==> src/hw/rtl/dba_pkg.sv <==
// Shared types and constants for the depth background accumulator.
// No dependencies; all other files but dba_ram refer to it by scoped names.
package dba_pkg;

  localparam int IDX_W   = 18;  // pixel index
  localparam int DEPTH_W = 16;  // depth / background value
  localparam int CFG_W   = 15;  // reliable-range bounds
  localparam int CFG_IDX_W = 1;

  // Running average: (99*bg + d + 50) / 100, division by reciprocal multiply.
  // m = ceil(2^30 / 100); error term 76 * sum_max stays below 2^30.
  localparam int SUM_W       = 23;
  localparam int RECIP_W     = 24;
  localparam int PROD_W      = SUM_W + RECIP_W;
  localparam int RECIP_SHIFT = 30;
  localparam logic [6:0]         AVG_WEIGHT = 7'd99;
  localparam logic [6:0]         ROUND_HALF = 7'd50;
  localparam logic [RECIP_W-1:0] RECIP_M    = 24'd10737419;

  typedef enum logic [CFG_IDX_W-1:0] {
    REG_MIN_RELIABLE = 1'b0,
    REG_MAX_RELIABLE = 1'b1
  } dba_reg_t;

  // How the new background value is formed
  typedef enum logic [1:0] {
    SEL_RAW,   // first frame: raw depth, no clamp
    SEL_AVG,   // both inside range: running average
    SEL_NEW,   // old background unreliable: take new depth
    SEL_KEEP   // new depth unreliable: keep old background
  } dba_sel_t;

  typedef struct packed {
    logic [CFG_W-1:0] min_reliable;
    logic [CFG_W-1:0] max_reliable;
  } dba_cfg_t;

  typedef struct packed {
    logic [IDX_W-1:0]   idx;
    logic [DEPTH_W-1:0] depth;
    logic               ff;    // first frame already done for this pixel
    logic               inr;   // index lies inside the frame store
  } dba_item_t;

  typedef struct packed {
    logic             valid;
    logic             inr;
    logic [IDX_W-1:0] idx;
  } dba_tag_t;

  typedef struct packed {
    logic               en;
    logic [IDX_W-1:0]   idx;
    logic [DEPTH_W-1:0] data;
  } dba_wr_t;

endpackage

==> src/hw/rtl/dba_if.sv <==


interface dba_cfg_if;
  logic                          valid;
  logic                          ready;
  logic [dba_pkg::CFG_IDX_W-1:0] index;
  logic [dba_pkg::CFG_W-1:0]     data;
  modport source (output valid, index, data, input ready);
  modport sink   (input valid, index, data, output ready);
endinterface

==> src/hw/rtl/dba_cfg.sv <==
// Reliable-range registers behind the configuration write channel.
// Depends on dba_pkg and dba_cfg_if.
module dba_cfg (
  input  logic               clk,
  input  logic               rst_n,
  dba_cfg_if.sink            cfg_if,
  output dba_pkg::dba_cfg_t  cfg
);

  dba_pkg::dba_cfg_t cfg_r;

  assign cfg_if.ready = 1'b1;

  always_ff @(posedge clk) begin
    if (!rst_n) begin
      cfg_r.min_reliable <= 15'd500;
      cfg_r.max_reliable <= 15'd4500;
    end else if (cfg_if.valid) begin
      case (cfg_if.index)
        dba_pkg::REG_MIN_RELIABLE: cfg_r.min_reliable <= cfg_if.data;
        dba_pkg::REG_MAX_RELIABLE: cfg_r.max_reliable <= cfg_if.data;
        default: ;
      endcase
    end
  end

  assign cfg = cfg_r;

endmodule

==> src/flat_wrapper.sv <==
// flat-port wrapper written by rule: the top's interface ports become plain ports
module dba_cfg_flat 
  (clk, rst_n, cfg, cfg_if_valid, cfg_if_index, cfg_if_data, cfg_if_ready);
  dba_cfg_if cfg_if_i ();
  input  logic clk;
  input  logic rst_n;
  output dba_pkg::dba_cfg_t cfg;
  input wire logic [$bits(cfg_if_i.valid)-1:0] cfg_if_valid;
  input wire logic [$bits(cfg_if_i.index)-1:0] cfg_if_index;
  input wire logic [$bits(cfg_if_i.data)-1:0] cfg_if_data;
  output wire logic [$bits(cfg_if_i.ready)-1:0] cfg_if_ready;
  assign cfg_if_i.valid = cfg_if_valid;
  assign cfg_if_i.index = cfg_if_index;
  assign cfg_if_i.data = cfg_if_data;
  assign cfg_if_ready = cfg_if_i.ready;
  dba_cfg u_core (.clk(clk), .rst_n(rst_n), .cfg_if(cfg_if_i), .cfg(cfg));
endmodule
==> config.mk <==
export PLATFORM = sky130hd
export DESIGN_NAME = dba_cfg_flat
export DESIGN_NICKNAME = d
export VERILOG_FILES = /design/src/hw/rtl/dba_pkg.sv /design/src/hw/rtl/dba_if.sv /design/src/hw/rtl/dba_cfg.sv /design/src/flat_wrapper.sv
export SDC_FILE = /design/constraint.sdc
export NUM_CORES = 1
export LEC_CHECK = 0
export ABC_AREA = 0
export BUFFER_PORTS_ARGS = -buffer_cell sky130_fd_sc_hd__buf_2
export CORE_MARGIN = 1.5
export CORE_UTILIZATION = 45
export CTS_BUF_LIST = sky130_fd_sc_hd__clkbuf_16
export DETAILED_ROUTE_END_ITERATION = 8
export GPL_TIMING_DRIVEN = 0
export PLACE_DENSITY = 0.76
export SETUP_SLACK_MARGIN = 0.05
export SYNTH_ARGS = -nofsm -noshare
export SYNTH_HDL_FRONTEND = slang
export SYNTH_SLANG_ARGS = --single-unit
==> constraint.sdc <==
create_clock -name clk -period 1.2 [get_ports clk]
set_clock_uncertainty 0.15 [all_clocks]
set_input_delay 0.12 -clock clk [delete_from_list [all_inputs] [get_ports clk]]
set_output_delay 0.12 -clock clk [all_outputs]
set_load 0.005 [all_outputs]
======== Word level (Yosys, flattened, before mapping) ========
Index checks and enable logic that the tools add are counted.
word-level totals
  bits in registers ....................... 30
  latch bits .............................. 0
  RAM bits ................................ 0
  bits in read-only memories .............. 0
  input port bits ......................... 19
  output and inout bits ................... 31
  memories ................................ 0
cells by class
  add/subtract/negate cells ............... 0
  $mul .................................... 0
  divide/modulo/power cells ............... 0
  magnitude comparators ................... 0
  equality and inequality tests ........... 0
  shift-type cells ........................ 0
  multiplexer cells ....................... 0
  bitwise operators ....................... 1
  reduce and logical (&&, ||, !) cells .... 2
operator list
  kind               count
  $reduce_and A2 Y1  2
  $not A1 Y1         1

======== Depth between registers and ports, before layout ========
  depth in word-level cells ............... 2
  mapped depth ............................ 4
  gate-level depth less buffers ........... 2

======== Worst setup path before layout ========
OpenSTA, ideal clock, no wires.
  path type ............................... input to register
  from .................................... input rst_n
  to ...................................... register u_core.cfg_r (netlist bit u_core.cfg[12])
  data arrival time ....................... 0.629 ns
  data required time ...................... 0.908 ns
  setup slack ............................. 0.279 ns
  stages on the path ...................... 3
  buffers on the path ..................... 2
  cell sequence ........................... buf_2 -> clkbuf_1 -> o211ai_1
RTL lines
  item         line               text
  from (decl)  flat_wrapper.sv:6  input logic rst_n;
  to (decl)    dba_cfg.sv:10      dba_pkg::dba_cfg_t cfg_r;
No word-level cell between the ends.

==> metrics.cfg <==
[status]
status = completed

[min_path]
hold_path.startpoint = cfg_if_data[10]
whs_path_depth = 3
hold_class = in2reg
hold_path_end = u_core.cfg[10]$_SDFFE_PN0P_

[logic_synthesis]
synthTopCellsByArea = dfxtp_1 (50%), mux2i_1 (14%), nand2_1 (8.7%)
synth.avg_cell_area_um2 = 9.443
yosys.area.top_type = dfxtp_1
async_flop_share_pct = 0
synth_seq_cells = 30
syn_nets = 147
synth_top_cell_area_share_pct = 49.69
ys.flop_type = dfxtp_1
netlist-cell-type-count = 21
synth_area_um2 = 1209
syn_inst = 128
yosys_warnings = 0
synth_top_cells_by_count = dfxtp_1 (30), nand2_1 (28), mux2i_1 (17)
synth_most_common_cell = dfxtp_1
synth_edf_count = 0
seq_area_frac_synth_pct = 49.69

[detailed_routing]
drt_iter0_drc = 11
postRouteWirelength_mm = 2.961
avgRoutedWirePerCell_um = 13.22
via_count = 1079
final_antenna_net_count = 0
drt-vias-per-instance = 4.817
drc = 0
dr.pass1.iters = 4

[sta]
finalSetupViolations = 0
rsz0062_at_grt = false
max_freq_ghz = 0.8941
fin_crit_sh_pct = 93.20
finalCriticalPeriod_ps = 1118
maxSlewViolCount = 0
hold_violations = 0
setup_tns_ps = 0

[worst_setup_path]
crit_path_max_fanout = 2
worst_ep_required_time_ps = 1200
cp-start-kind = input port
r2r.worst_path.cells = 2
rr_startpoint = u_core.cfg[12]$_SDFFE_PN1P_
regToRegSetupSlack_ps = 420
worstPathArrival_ps = 1120
critPathKind = in2reg
rr_endpoint = u_core.cfg[12]$_SDFFE_PN1P_
endpoint_kind = flop

[power]
p_per_area_nw_per_um2 = 1434
vdd_ir_drop_max_mv = 1.315
p_leak_nw = 0.8899

[final_layout]
largest_reg_flops = 30
nNetsFinal = 214
drive_gt1_share_pct = 34.02
fin_cells = 224
area_growth_pct = 44.00
diodes = 0
multi_input_area_um2 = 488.0
fillerInstances = 205
seqCellArea_um2 = 600.6

[cts]
root_buffer = clkbuf_16
cts_made_buffers = 5
cts_tree = done
cts_buffer_depth = 2
clock-sinks = 30
cts_resized = 0
clk_pin_slew_ps = 50
clock_latency_ps = 270
cts_setup_buffers = 0
htreeDepth = 2

[place]
hpwl_mm = 2.020
placed_cells = 205
place_congestion = 0.7905
io_buffers = 47

[floorplan]
core_um2 = 2500
die_x_um = 54.83
die-area_um2 = 3006
fp.dieH_um = 54.83
ios = 50
start_util_pct = 48.35
row_count = 18

[grt]
grt_start_max_net_pins = 11
antenna_found_initial = 0
grt_pass1_wl_mm = 4.664
track_usage_pct = 23.06
grt.overflow.total = 0
grt_pass1_vias = 1014

[flow_run]
max_cap_viol_count = 0

-- layout make-up --
type	count	area share, %
flip-flops and latches	30	34.51
multi-input cells	75	28.04
repair buffers	60	20.99
clock buffers	5	7.189
plain buffers	12	4.529
inverters	11	2.372
well taps	30	2.157
clock inverters	1	0.2157
-- cell families (layout without fill, tap and decap cells) --
group	count (synthesis)	after routing	synth area share, %
AOI/OAI and AO/OA	13	13	7.246
and+or+nand+nor	44	44	18.74
muxes	17	17	14.08
DFF	30	30	49.69
buffers and inverters	23	89	9.937
other	1	1	0.3103
-- metrics by stage --
stage / cell area (um^2) / power [mW] / hold WS (ps) / worst slack, ps / util, %
after floorplan: 1209 / 1.240 / 112.1 / 279.0 / -
after global placement: 1481 / 1.347 / 238.0 / 110.2 / 59.26
after detailed placement: 1481 / 1.356 / 247.1 / 74.15 / 59.26
after CTS: 1740 / 2.508 / 0.09071 / 90.20 / 69.62
after global routing: 1740 / 2.592 / 44.10 / 53.48 / 69.62
final: 1740 / 2.496 / 2.869 / 81.55 / 69.62
-- power breakdown --
part           internal (mW)  leakage [nW]  total [mW]  switching (mW)
Combinational          0.154         0.580       0.292           0.138
Sequential              1.05         0.246        1.08          0.0262
Clock                  0.732        0.0632        1.12           0.391
Total                   1.94         0.890        2.50           0.555
-- metal layers --
layer,track usage (%),vias to the layer above,routed length [um]
met2,37.50,22,1489
met1,26.77,494,1274
met5,0,-,0
li1,-,555,-
met3,6.284,8,128
met4,13.75,0,69
-- worst max path at each step --
stage                   startpoint                           to  slack (ps)  cells past startpoint
floorplan                    rst_n  u_core.cfg[12]$_SDFFE_PN1P_         280                      3
finish              cfg_if_data[2]  u_core.cfg[17]$_SDFFE_PN1P_          80                      4
global placement             rst_n   u_core.cfg[7]$_SDFFE_PN1P_         110                      3
global route        cfg_if_data[7]  u_core.cfg[22]$_SDFFE_PN1P_          50                      4
detailed placement           rst_n   u_core.cfg[7]$_SDFFE_PN1P_          70                      3
CTS                 cfg_if_data[2]  u_core.cfg[17]$_SDFFE_PN1P_          90                      4
-- placed cells by master, fill, tap and decap left out, types with 3 or more instances in the layout --
cell           synthesis  final
mux2i_1               17     17
clkbuf_16              0      5
dfxtp_1               30     30
dlygate4sd3_1          0     13
buf_4                  3      3
a31oi_1                4      4
buf_2                  6     53
o211ai_1               7      7
nand3_1                5      5
nand2_1               28     28
inv_1                 11     11
-- repair_timing --
item,4_1_cts,5_1_grt
hold buffers,13,0
endpoints found under the setup margin,0,1
endpoints found under the hold margin,24,0
-- worst max-delay path, stage by stage --
cell and delay (ps):
dlygate4sd3_1 550, buf_2 140, nor4bb_1 260, a31oi_1 60
No activity file was read; power rests on OpenSTA's default activity.
