`src/hw/rtl/dba_pkg.sv`:
```
// Shared types and constants for the depth background accumulator.
// No dependencies; all other files but dba_ram refer to it by scoped names.
package dba_pkg;

  localparam int IDX_W   = 18;  // pixel index
  localparam int DEPTH_W = 16;  // depth / background value
  localparam int CFG_W   = 15;  // reliable-range bounds
  localparam int CFG_IDX_W = 1;

  // Running average: (99*bg + d + 50) / 100, division by reciprocal multiply.
  // m = ceil(2^30 / 100); error term 76 * sum_max stays below 2^30.
  localparam int SUM_W       = 23;
  localparam int RECIP_W     = 24;
  localparam int PROD_W      = SUM_W + RECIP_W;
  localparam int RECIP_SHIFT = 30;
  localparam logic [6:0]         AVG_WEIGHT = 7'd99;
  localparam logic [6:0]         ROUND_HALF = 7'd50;
  localparam logic [RECIP_W-1:0] RECIP_M    = 24'd10737419;

  typedef enum logic [CFG_IDX_W-1:0] {
    REG_MIN_RELIABLE = 1'b0,
    REG_MAX_RELIABLE = 1'b1
  } dba_reg_t;

  // How the new background value is formed
  typedef enum logic [1:0] {
    SEL_RAW,   // first frame: raw depth, no clamp
    SEL_AVG,   // both inside range: running average
    SEL_NEW,   // old background unreliable: take new depth
    SEL_KEEP   // new depth unreliable: keep old background
  } dba_sel_t;

  typedef struct packed {
    logic [CFG_W-1:0] min_reliable;
    logic [CFG_W-1:0] max_reliable;
  } dba_cfg_t;

  typedef struct packed {
    logic [IDX_W-1:0]   idx;
    logic [DEPTH_W-1:0] depth;
    logic               ff;    // first frame already done for this pixel
    logic               inr;   // index lies inside the frame store
  } dba_item_t;

  typedef struct packed {
    logic             valid;
    logic             inr;
    logic [IDX_W-1:0] idx;
  } dba_tag_t;

  typedef struct packed {
    logic               en;
    logic [IDX_W-1:0]   idx;
    logic [DEPTH_W-1:0] data;
  } dba_wr_t;

endpackage

```
`src/hw/rtl/dba_update.sv`:
```
// Background update datapath: range checks and weighted sum, reciprocal
// divide, selection and clamp, then the result register. Depends on dba_pkg.
module dba_update (
  input  logic                              clk,
  input  logic                              rst_n,
  input  logic                              adv,
  input  logic                              s1_valid,
  input  dba_pkg::dba_item_t                s1_item,
  input  logic [dba_pkg::DEPTH_W-1:0]       bg_raw,
  input  dba_pkg::dba_cfg_t                 cfg,
  output dba_pkg::dba_tag_t                 s2_tag,
  output dba_pkg::dba_tag_t                 s3_tag,
  output dba_pkg::dba_wr_t                  wr,
  output logic                              out_valid,
  output logic [dba_pkg::DEPTH_W-1:0]       out_bg,
  output logic                              out_known
);

  localparam int DW = dba_pkg::DEPTH_W;

  function automatic logic strictly_inside(logic [DW-1:0] v, dba_pkg::dba_cfg_t c);
    return (v > DW'(c.min_reliable)) && (v < DW'(c.max_reliable));
  endfunction

  // ---- stage 1: old background, range checks, weighted sum
  logic [DW-1:0]             s1_bg;
  logic                      bg_ok;
  logic                      d_ok;
  dba_pkg::dba_sel_t         sel_nxt;
  logic [dba_pkg::SUM_W-1:0] sum_nxt;

  always_comb begin
    s1_bg = s1_item.inr ? bg_raw : '0;
    bg_ok = strictly_inside(s1_bg, cfg);
    d_ok  = strictly_inside(s1_item.depth, cfg);
    if (!s1_item.ff) begin
      sel_nxt = dba_pkg::SEL_RAW;
    end else if (bg_ok && d_ok) begin
      sel_nxt = dba_pkg::SEL_AVG;
    end else if (!bg_ok) begin
      sel_nxt = dba_pkg::SEL_NEW;
    end else begin
      sel_nxt = dba_pkg::SEL_KEEP;
    end
    sum_nxt = dba_pkg::SUM_W'(s1_bg) * dba_pkg::SUM_W'(dba_pkg::AVG_WEIGHT)
            + dba_pkg::SUM_W'(s1_item.depth) + dba_pkg::SUM_W'(dba_pkg::ROUND_HALF);
  end

  logic                      s2_valid_r;
  dba_pkg::dba_item_t        s2_item_r;
  logic [DW-1:0]             s2_bg_r;
  dba_pkg::dba_sel_t         s2_sel_r;
  logic [dba_pkg::SUM_W-1:0] s2_sum_r;

  // ---- stage 2: divide by 100 through reciprocal multiply
  logic [dba_pkg::PROD_W-1:0] prod;
  logic [DW-1:0]              quot_nxt;

  assign prod     = dba_pkg::PROD_W'(s2_sum_r) * dba_pkg::PROD_W'(dba_pkg::RECIP_M);
  assign quot_nxt = prod[dba_pkg::RECIP_SHIFT +: DW];

  logic               s3_valid_r;
  dba_pkg::dba_item_t s3_item_r;
  logic [DW-1:0]      s3_bg_r;
  dba_pkg::dba_sel_t  s3_sel_r;
  logic [DW-1:0]      s3_quot_r;

  // ---- stage 3: select, clamp to unknown mark, range flag
  logic [DW-1:0] nv_sel;
  logic [DW-1:0] nv;
  logic          known_nxt;

  always_comb begin
    case (s3_sel_r)
      dba_pkg::SEL_RAW:  nv_sel = s3_item_r.depth;
      dba_pkg::SEL_AVG:  nv_sel = s3_quot_r;
      dba_pkg::SEL_NEW:  nv_sel = s3_item_r.depth;
      dba_pkg::SEL_KEEP: nv_sel = s3_bg_r;
      default:           nv_sel = s3_item_r.depth;
    endcase
    nv = nv_sel;
    if (s3_item_r.ff &&
        ((nv_sel < DW'(cfg.min_reliable)) || (nv_sel > DW'(cfg.max_reliable)))) begin
      nv = {cfg.max_reliable, 1'b0};
    end
    known_nxt = (nv >= DW'(cfg.min_reliable)) && (nv <= DW'(cfg.max_reliable));
  end

  logic          out_valid_r;
  logic [DW-1:0] out_bg_r;
  logic          out_known_r;

  // valid bits
  always_ff @(posedge clk) begin
    if (!rst_n) begin
      s2_valid_r  <= 1'b0;
      s3_valid_r  <= 1'b0;
      out_valid_r <= 1'b0;
    end else if (adv) begin
      s2_valid_r  <= s1_valid;
      s3_valid_r  <= s2_valid_r;
      out_valid_r <= s3_valid_r;
    end
  end

  // payload
  always_ff @(posedge clk) begin
    if (adv) begin
      s2_item_r   <= s1_item;
      s2_bg_r     <= s1_bg;
      s2_sel_r    <= sel_nxt;
      s2_sum_r    <= sum_nxt;
      s3_item_r   <= s2_item_r;
      s3_bg_r     <= s2_bg_r;
      s3_sel_r    <= s2_sel_r;
      s3_quot_r   <= quot_nxt;
      out_bg_r    <= nv;
      out_known_r <= known_nxt;
    end
  end

  assign s2_tag = '{valid: s2_valid_r, inr: s2_item_r.inr, idx: s2_item_r.idx};
  assign s3_tag = '{valid: s3_valid_r, inr: s3_item_r.inr, idx: s3_item_r.idx};

  // write-back happens as the word moves into the result register
  assign wr = '{en: adv && s3_valid_r && s3_item_r.inr, idx: s3_item_r.idx, data: nv};

  assign out_valid = out_valid_r;
  assign out_bg    = out_bg_r;
  assign out_known = out_known_r;

endmodule

```
`config.mk`:
```
export PLATFORM = sky130hd
export DESIGN_NAME = dba_update
export DESIGN_NICKNAME = d
export VERILOG_FILES = /design/src/hw/rtl/dba_pkg.sv /design/src/hw/rtl/dba_update.sv
export SDC_FILE = /design/constraint.sdc
export NUM_CORES = 1
export LEC_CHECK = 0
export BUFFER_PORTS_ARGS = -buffer_cell sky130_fd_sc_hd__clkbuf_2
export CAP_MARGIN = 25
export CORE_MARGIN = 3
export CORE_UTILIZATION = 62
export DETAILED_ROUTE_END_ITERATION = 16
export PLACE_DENSITY = 0.9
export SYNTH_ARGS = -nofsm -noshare
export SYNTH_HDL_FRONTEND = slang
export SYNTH_SLANG_ARGS = --single-unit
export TNS_END_PERCENT = 20
```
`constraint.sdc`:
```
create_clock -name clk -period 8.83 [get_ports clk]
set_clock_uncertainty 0.05 [all_clocks]
set_input_delay 0.883 -clock clk [delete_from_list [all_inputs] [get_ports clk]]
set_output_delay 0.883 -clock clk [all_outputs]
set_load 0.02 [all_outputs]
```
Word-level counts from Yosys, hierarchy flattened

Cells that the tools add are included.

Magnitude comparators: 8
Multipliers: 2
Reduce and logical (&&, ||, !) cells: 11
Multiplexer cells: 5
Equal/unequal tests: 3
Add/sub/neg operators: 2
Bitwise gates (word level): 1

Operator list:

| cell                                                 | count |
|---|---|
| > comparator 16 x 15 -> 1 bit                        | 3 |
| less-than comparator 16 x 15 -> 1 bit                | 3 |
| case mux 16 bit (3 select lines)                     | 1 |
| multiplier 23 x 24 -> 46 bit (second input constant) | 1 |
| two-way mux 16 bit                                   | 2 |
| adder 23 x 16 -> 23 bit                              | 1 |
| adder 23 x 6 -> 23 bit (second input constant)       | 1 |
| multiplier 16 x 7 -> 23 bit (second input constant)  | 1 |
| greater-or-equal comparator 16 x 15 -> 1 bit         | 1 |
| less-or-equal comparator 16 x 15 -> 1 bit            | 1 |
| logical AND 1 bit                                    | 7 |
| == test 2 bit (second input constant)                | 2 |
| OR reduction 2 bit                                   | 2 |
| == test 2 x 1 -> 1 bit (second input constant)       | 1 |
| zero test 2 bit                                      | 1 |
| two-way mux 1 bit                                    | 2 |
| logical OR 1 bit                                     | 1 |
| inverter 1 bit                                       | 1 |

Word-level logic and storage cells: 52
Output and inout port bits: 93
Input port bits: 86
Bits in registers: 167

Longest topological paths before layout

Word-level depth: 9
Mapped depth: 27
Depth with buffers taken out: 26

Worst setup path after synthesis

OpenSTA, ideal clock, no wires.

Path type: register to register
Start: reg s2_sum_r[6] (netlist name)
End: reg s3_quot_r[12], data pin
Data required time: 8.522 ns
Cell stages (with the launch flop): 23
Arrival time: 6.228 ns
Period minus slack after synthesis: 6.537 ns
Setup time: 0.258 ns
Path buffers: 0
Setup slack: 2.293 ns
Cell sequence: edfxtp_1 -> inv_1 -> fa_1 -> inv_1 -> fa_1 -> inv_1 -> fa_1 -> fa_1 -> inv_1 -> fa_1 -> fa_1 -> inv_1 -> fa_1 -> inv_1 -> ha_1 -> or4_1 -> a21oi_1 -> a2bb2oi_2 -> a31oi_2 -> o21ai_0 -> o21bai_1 -> a211oi_1 -> nor2_1

Word-level cells in the longest chain between the ends: 1

RTL lines:

| item                         | line              | source |
|---|---|---|
| start, declared              | dba_update.sv:53  | `logic [dba_pkg::SUM_W-1:0] s2_sum_r;` |
| start signal, assigned       | dba_update.sv:112 | `s2_sum_r <= sum_nxt;` |
| multiplier 23 x 24 -> 46 bit | dba_update.sv:59  | `assign prod = dba_pkg::PROD_W'(s2_sum_r) * dba_pkg::PROD_W'(dba_pkg::RECIP_M);` |
| via prod, one bit            | dba_update.sv:56  | `logic [dba_pkg::PROD_W-1:0] prod;` |
| end signal, assigned         | dba_update.sv:116 | `s3_quot_r <= quot_nxt;` |
| end, declared                | dba_update.sv:66  | `logic [DW-1:0] s3_quot_r;` |

The timed path passes the listed nets, and every way through them passes these cells.
A chain may end at the register's enable or synchronous reset.

Final worst setup path

Start: reg s2_sum_r[3] (netlist name)
End: reg s3_quot_r[12], data pin

Same word-level chain as after synthesis.

==> flow_summary.yaml <==
cells_and_area:
  syn2layout_area_growth_pct: 7.91
  drive_gt1_frac: 0.114
  finalInstanceArea_sq_um: 21900
  final_cells: 2410
  antennaDiodeCount: 0
  layout_common_cells: "ha_1 (437), inv_1 (433), fa_1 (233)"
  fin_nets: 2718
  layout_commonest_cell: "ha_1"
clock_network:
  cts_tree: "built"
  clkSlewWorstSetupHoldPaths_ps: 70
  cts_inserted_buffers: 17
  cts_resized: 0
  cts.sinks: 167
  clk_path_buf_depth: 2
  post_cts_buffers: 0
  cts-root-buf: "clkbuf_16"
  clkLatencyLatePin_ps: 450
  htree_levels: 4
  postCtsHoldBufs: 0
setup_path:
  worstReg2RegStart: "s2_sum_r[3]$_DFFE_PP_"
  regToRegSetupSlack_ps: 1520
  critPathBufInv: 4
  critPathKind: "register to register"
  critical_path.most_common_cell: "fa_1"
  cpPeakStageDelay_ps: 630
  cp_slowest_cell: "fa_1"
  reg2reg_to: "s3_quot_r[12]$_DFFE_PP_"
  worstSetupStartpointType: "register"
  required_ps: 8970
  cp_max_fo: 9
  worstPathArrival_ps: 7450
  path_cells: "fa_1 -> fa_1 -> inv_1 -> fa_1 -> inv_1 -> fa_1 -> fa_1 -> fa_1 -> inv_1 -> fa_1 -> inv_1 -> ha_1 -> a21oi_1 -> nor2b_1 -> or4_1 -> a21oi_1 -> a2bb2oi_2 -> a31oi_2 -> o21ai_0 -> o21bai_1 -> a211oi_1 -> nor2_1"
  crit_path_end_kind: "register"
  reg2reg_depth: 22
  cp_top_family: "adder cells"
yosys:
  netlist_instances: 1829
  synth-edff-count: 164
  syn_area_sq_um: 20300
  syn_nets: 2585
  post-synth-top-area-fraction: 0.269
  synthFlopType: "edfxtp_1"
  async_flop_share: 0
  yosysSeqAreaShare: 0.246
  netlist_top_cells_area: "ha_1 (27%), edfxtp_1 (24%), fa_1 (23%), inv_1 (8.0%), buf_4 (2.1%)"
  ys_ff_latch: 167
  yosysUniqueCellTypes: 56
  synth_warnings: 0
  yosysTopAreaCell: "ha_1"
  syn_area_per_cell_sq_um: 11.1
min_path:
  hold-path-endpoint: "s3_bg_r[6]$_DFFE_PP_"
  min_path_cells: 0
  hold_path.class: "register to register"
  min-delay-start: "s2_bg_r[6]$_DFFE_PP_"
drt:
  drt_first_pass_iters: 9
  drt_iter0_drc: 1190
  post-route-drc-count: 0
  vias_per_cell: 5.85
  ant_nets: 0
  vias: 14100
  finalWirelength_um: 52000
  wl_per_cell_um: 21.6
timing:
  rsz0062_at_grt: "no"
  finalSetupViolations: 0
  tns_ps: 0
  drv_slew: 0
  hold_viol: 0
  relSlewSlack: 0.396
  fmax_mhz: 137
  final.period_utilization: 0.828
  layout_setup_ws_ps: 1520
  worstMarginPinSlew_ps: 900
  fin_crit_ps: 7310
placed_design:
  dpl.cell_count: 2377
  gp_congestion: 0.996
  port_buffers: 178
  dp_hpwl_um: 42800
  dp_slack_ps: 1650
  place_area_sq_um: 21300
grt:
  grt_pass1_wl_um: 82700
  grt_pass1_vias: 15400
  grt_antenna_before_repair: 3
  globalRoute.totalOverflow: 0
  grt_max_degree: 89
  grtUsageTotal: 0.303
die:
  rows: 65
  initial_core_util: 0.637
  die-area_sq_um: 35000
  num_io_pins: 179
  die_h_um: 187
  core_area_sq_um: 31900
  die_w_um: 187
run_status:
  status: "complete, no violations"
run:
  maxCapViolations: 0
[sequential cells by signal, summed over array words and instances, names as in the netlist]
register and count:
s2_sum_r 23, s3_tag 19, out_known 1, s2_tag 19, s2_bg_r 16, s2_valid_r 1
s3_bg_r 16, s3_valid_r 1, s3_quot_r 16, s2_sel_r 2, s3_sel_r 2, out_bg 16
out_valid 1, s3_item_r 17, s2_item_r 17
[stage by stage]
stage / hold slack (ps) / utilization
global placement: 351 / 0.668
global route: 373 / 0.687
detailed placement: 355 / 0.668
CTS: 372 / 0.686
finish: 371 / 0.687
floorplan: 350 / -
[synthesized netlist by cell type, drive strengths merged (2+ instances only)]
cell       n
o21bai     3
nand4     25
and3       5
a31oi      6
nand2     34
buf       62
nand4b     3
nand3     26
nand2b     7
edfxtp   164
fa       233
o2111a     2
a21boi     8
mux2i     20
a21o      40
a211oi    11
nor2b     20
xor2      11
o31ai      2
mux2       2
a21oi     61
o21ai     44
a2111oi    4
a211o      4
nor2      57
or4        2
clkbuf     6
dfxtp      3
and2       9
o2111ai    2
o211ai     3
xnor2     27
nor4       4
ha       437
or3        3
or2        4
o21a      23
nor3      10
inv      433
a22oi      2
[how the worst max path moves through the flow]
stage | start | end | slack (ps) | cells past startpoint
global route | s2_sum_r[14]$_DFFE_PP_ | s3_quot_r[12]$_DFFE_PP_ | 1180 | 24
global placement | s2_sum_r[6]$_DFFE_PP_ | s3_quot_r[12]$_DFFE_PP_ | 1870 | 22
detailed placement | s2_sum_r[14]$_DFFE_PP_ | s3_quot_r[12]$_DFFE_PP_ | 1650 | 24
finish | s2_sum_r[3]$_DFFE_PP_ | s3_quot_r[12]$_DFFE_PP_ | 1520 | 22
CTS | s2_sum_r[14]$_DFFE_PP_ | s3_quot_r[12]$_DFFE_PP_ | 1570 | 24
floorplan | s2_sum_r[6]$_DFFE_PP_ | s3_quot_r[12]$_DFFE_PP_ | 2290 | 22
[worst register-to-register path: cells and delay by family (launching register included)]
family	cells	cell delay, ps
AND/OR/NAND/NOR	3	590
AO/OA/AOI/OAI	7	1740
buffers and inverters	4	210
flip-flops	1	580
adder cells (fa/ha/maj)	8	3900
[per-layer routing]
layer	part of all wire	vias up	track usage	wire length [um]
met4	0.034	2	0.0983	1750
met1	0.39	7000	0.384	20300
met2	0.51	639	0.535	26300
li1	-	6296	-	-
met3	0.069	154	0.0470	3610
met5	0.00029	-	0	15
[cell type report]
class,instances,area (sq um)
multi-input combinational,1161,13200
fill,2304,9970
sequential,167,4980
inverter,433,1630
timing repair buffer,182,947
tap,435,544
clock buffer,20,457
clock inverter,12,141
[logic make-up (layout without fill, tap and decap cells)]
family	count (synthesis)	after routing	share of synthesized area
adders and majority gates	670	670	0.499
buffers and inverters	501	647	0.104
AOI/OAI and AO/OA	220	220	0.0709
DFF	167	167	0.246
xor gates and xnor gates	38	38	0.0164
muxes	22	22	0.0120
and+or+nand+nor	211	211	0.0524
Power is left out: the tool's default activity adds up to more than one toggle a clock period on the data nets, which glitch-free logic cannot reach.
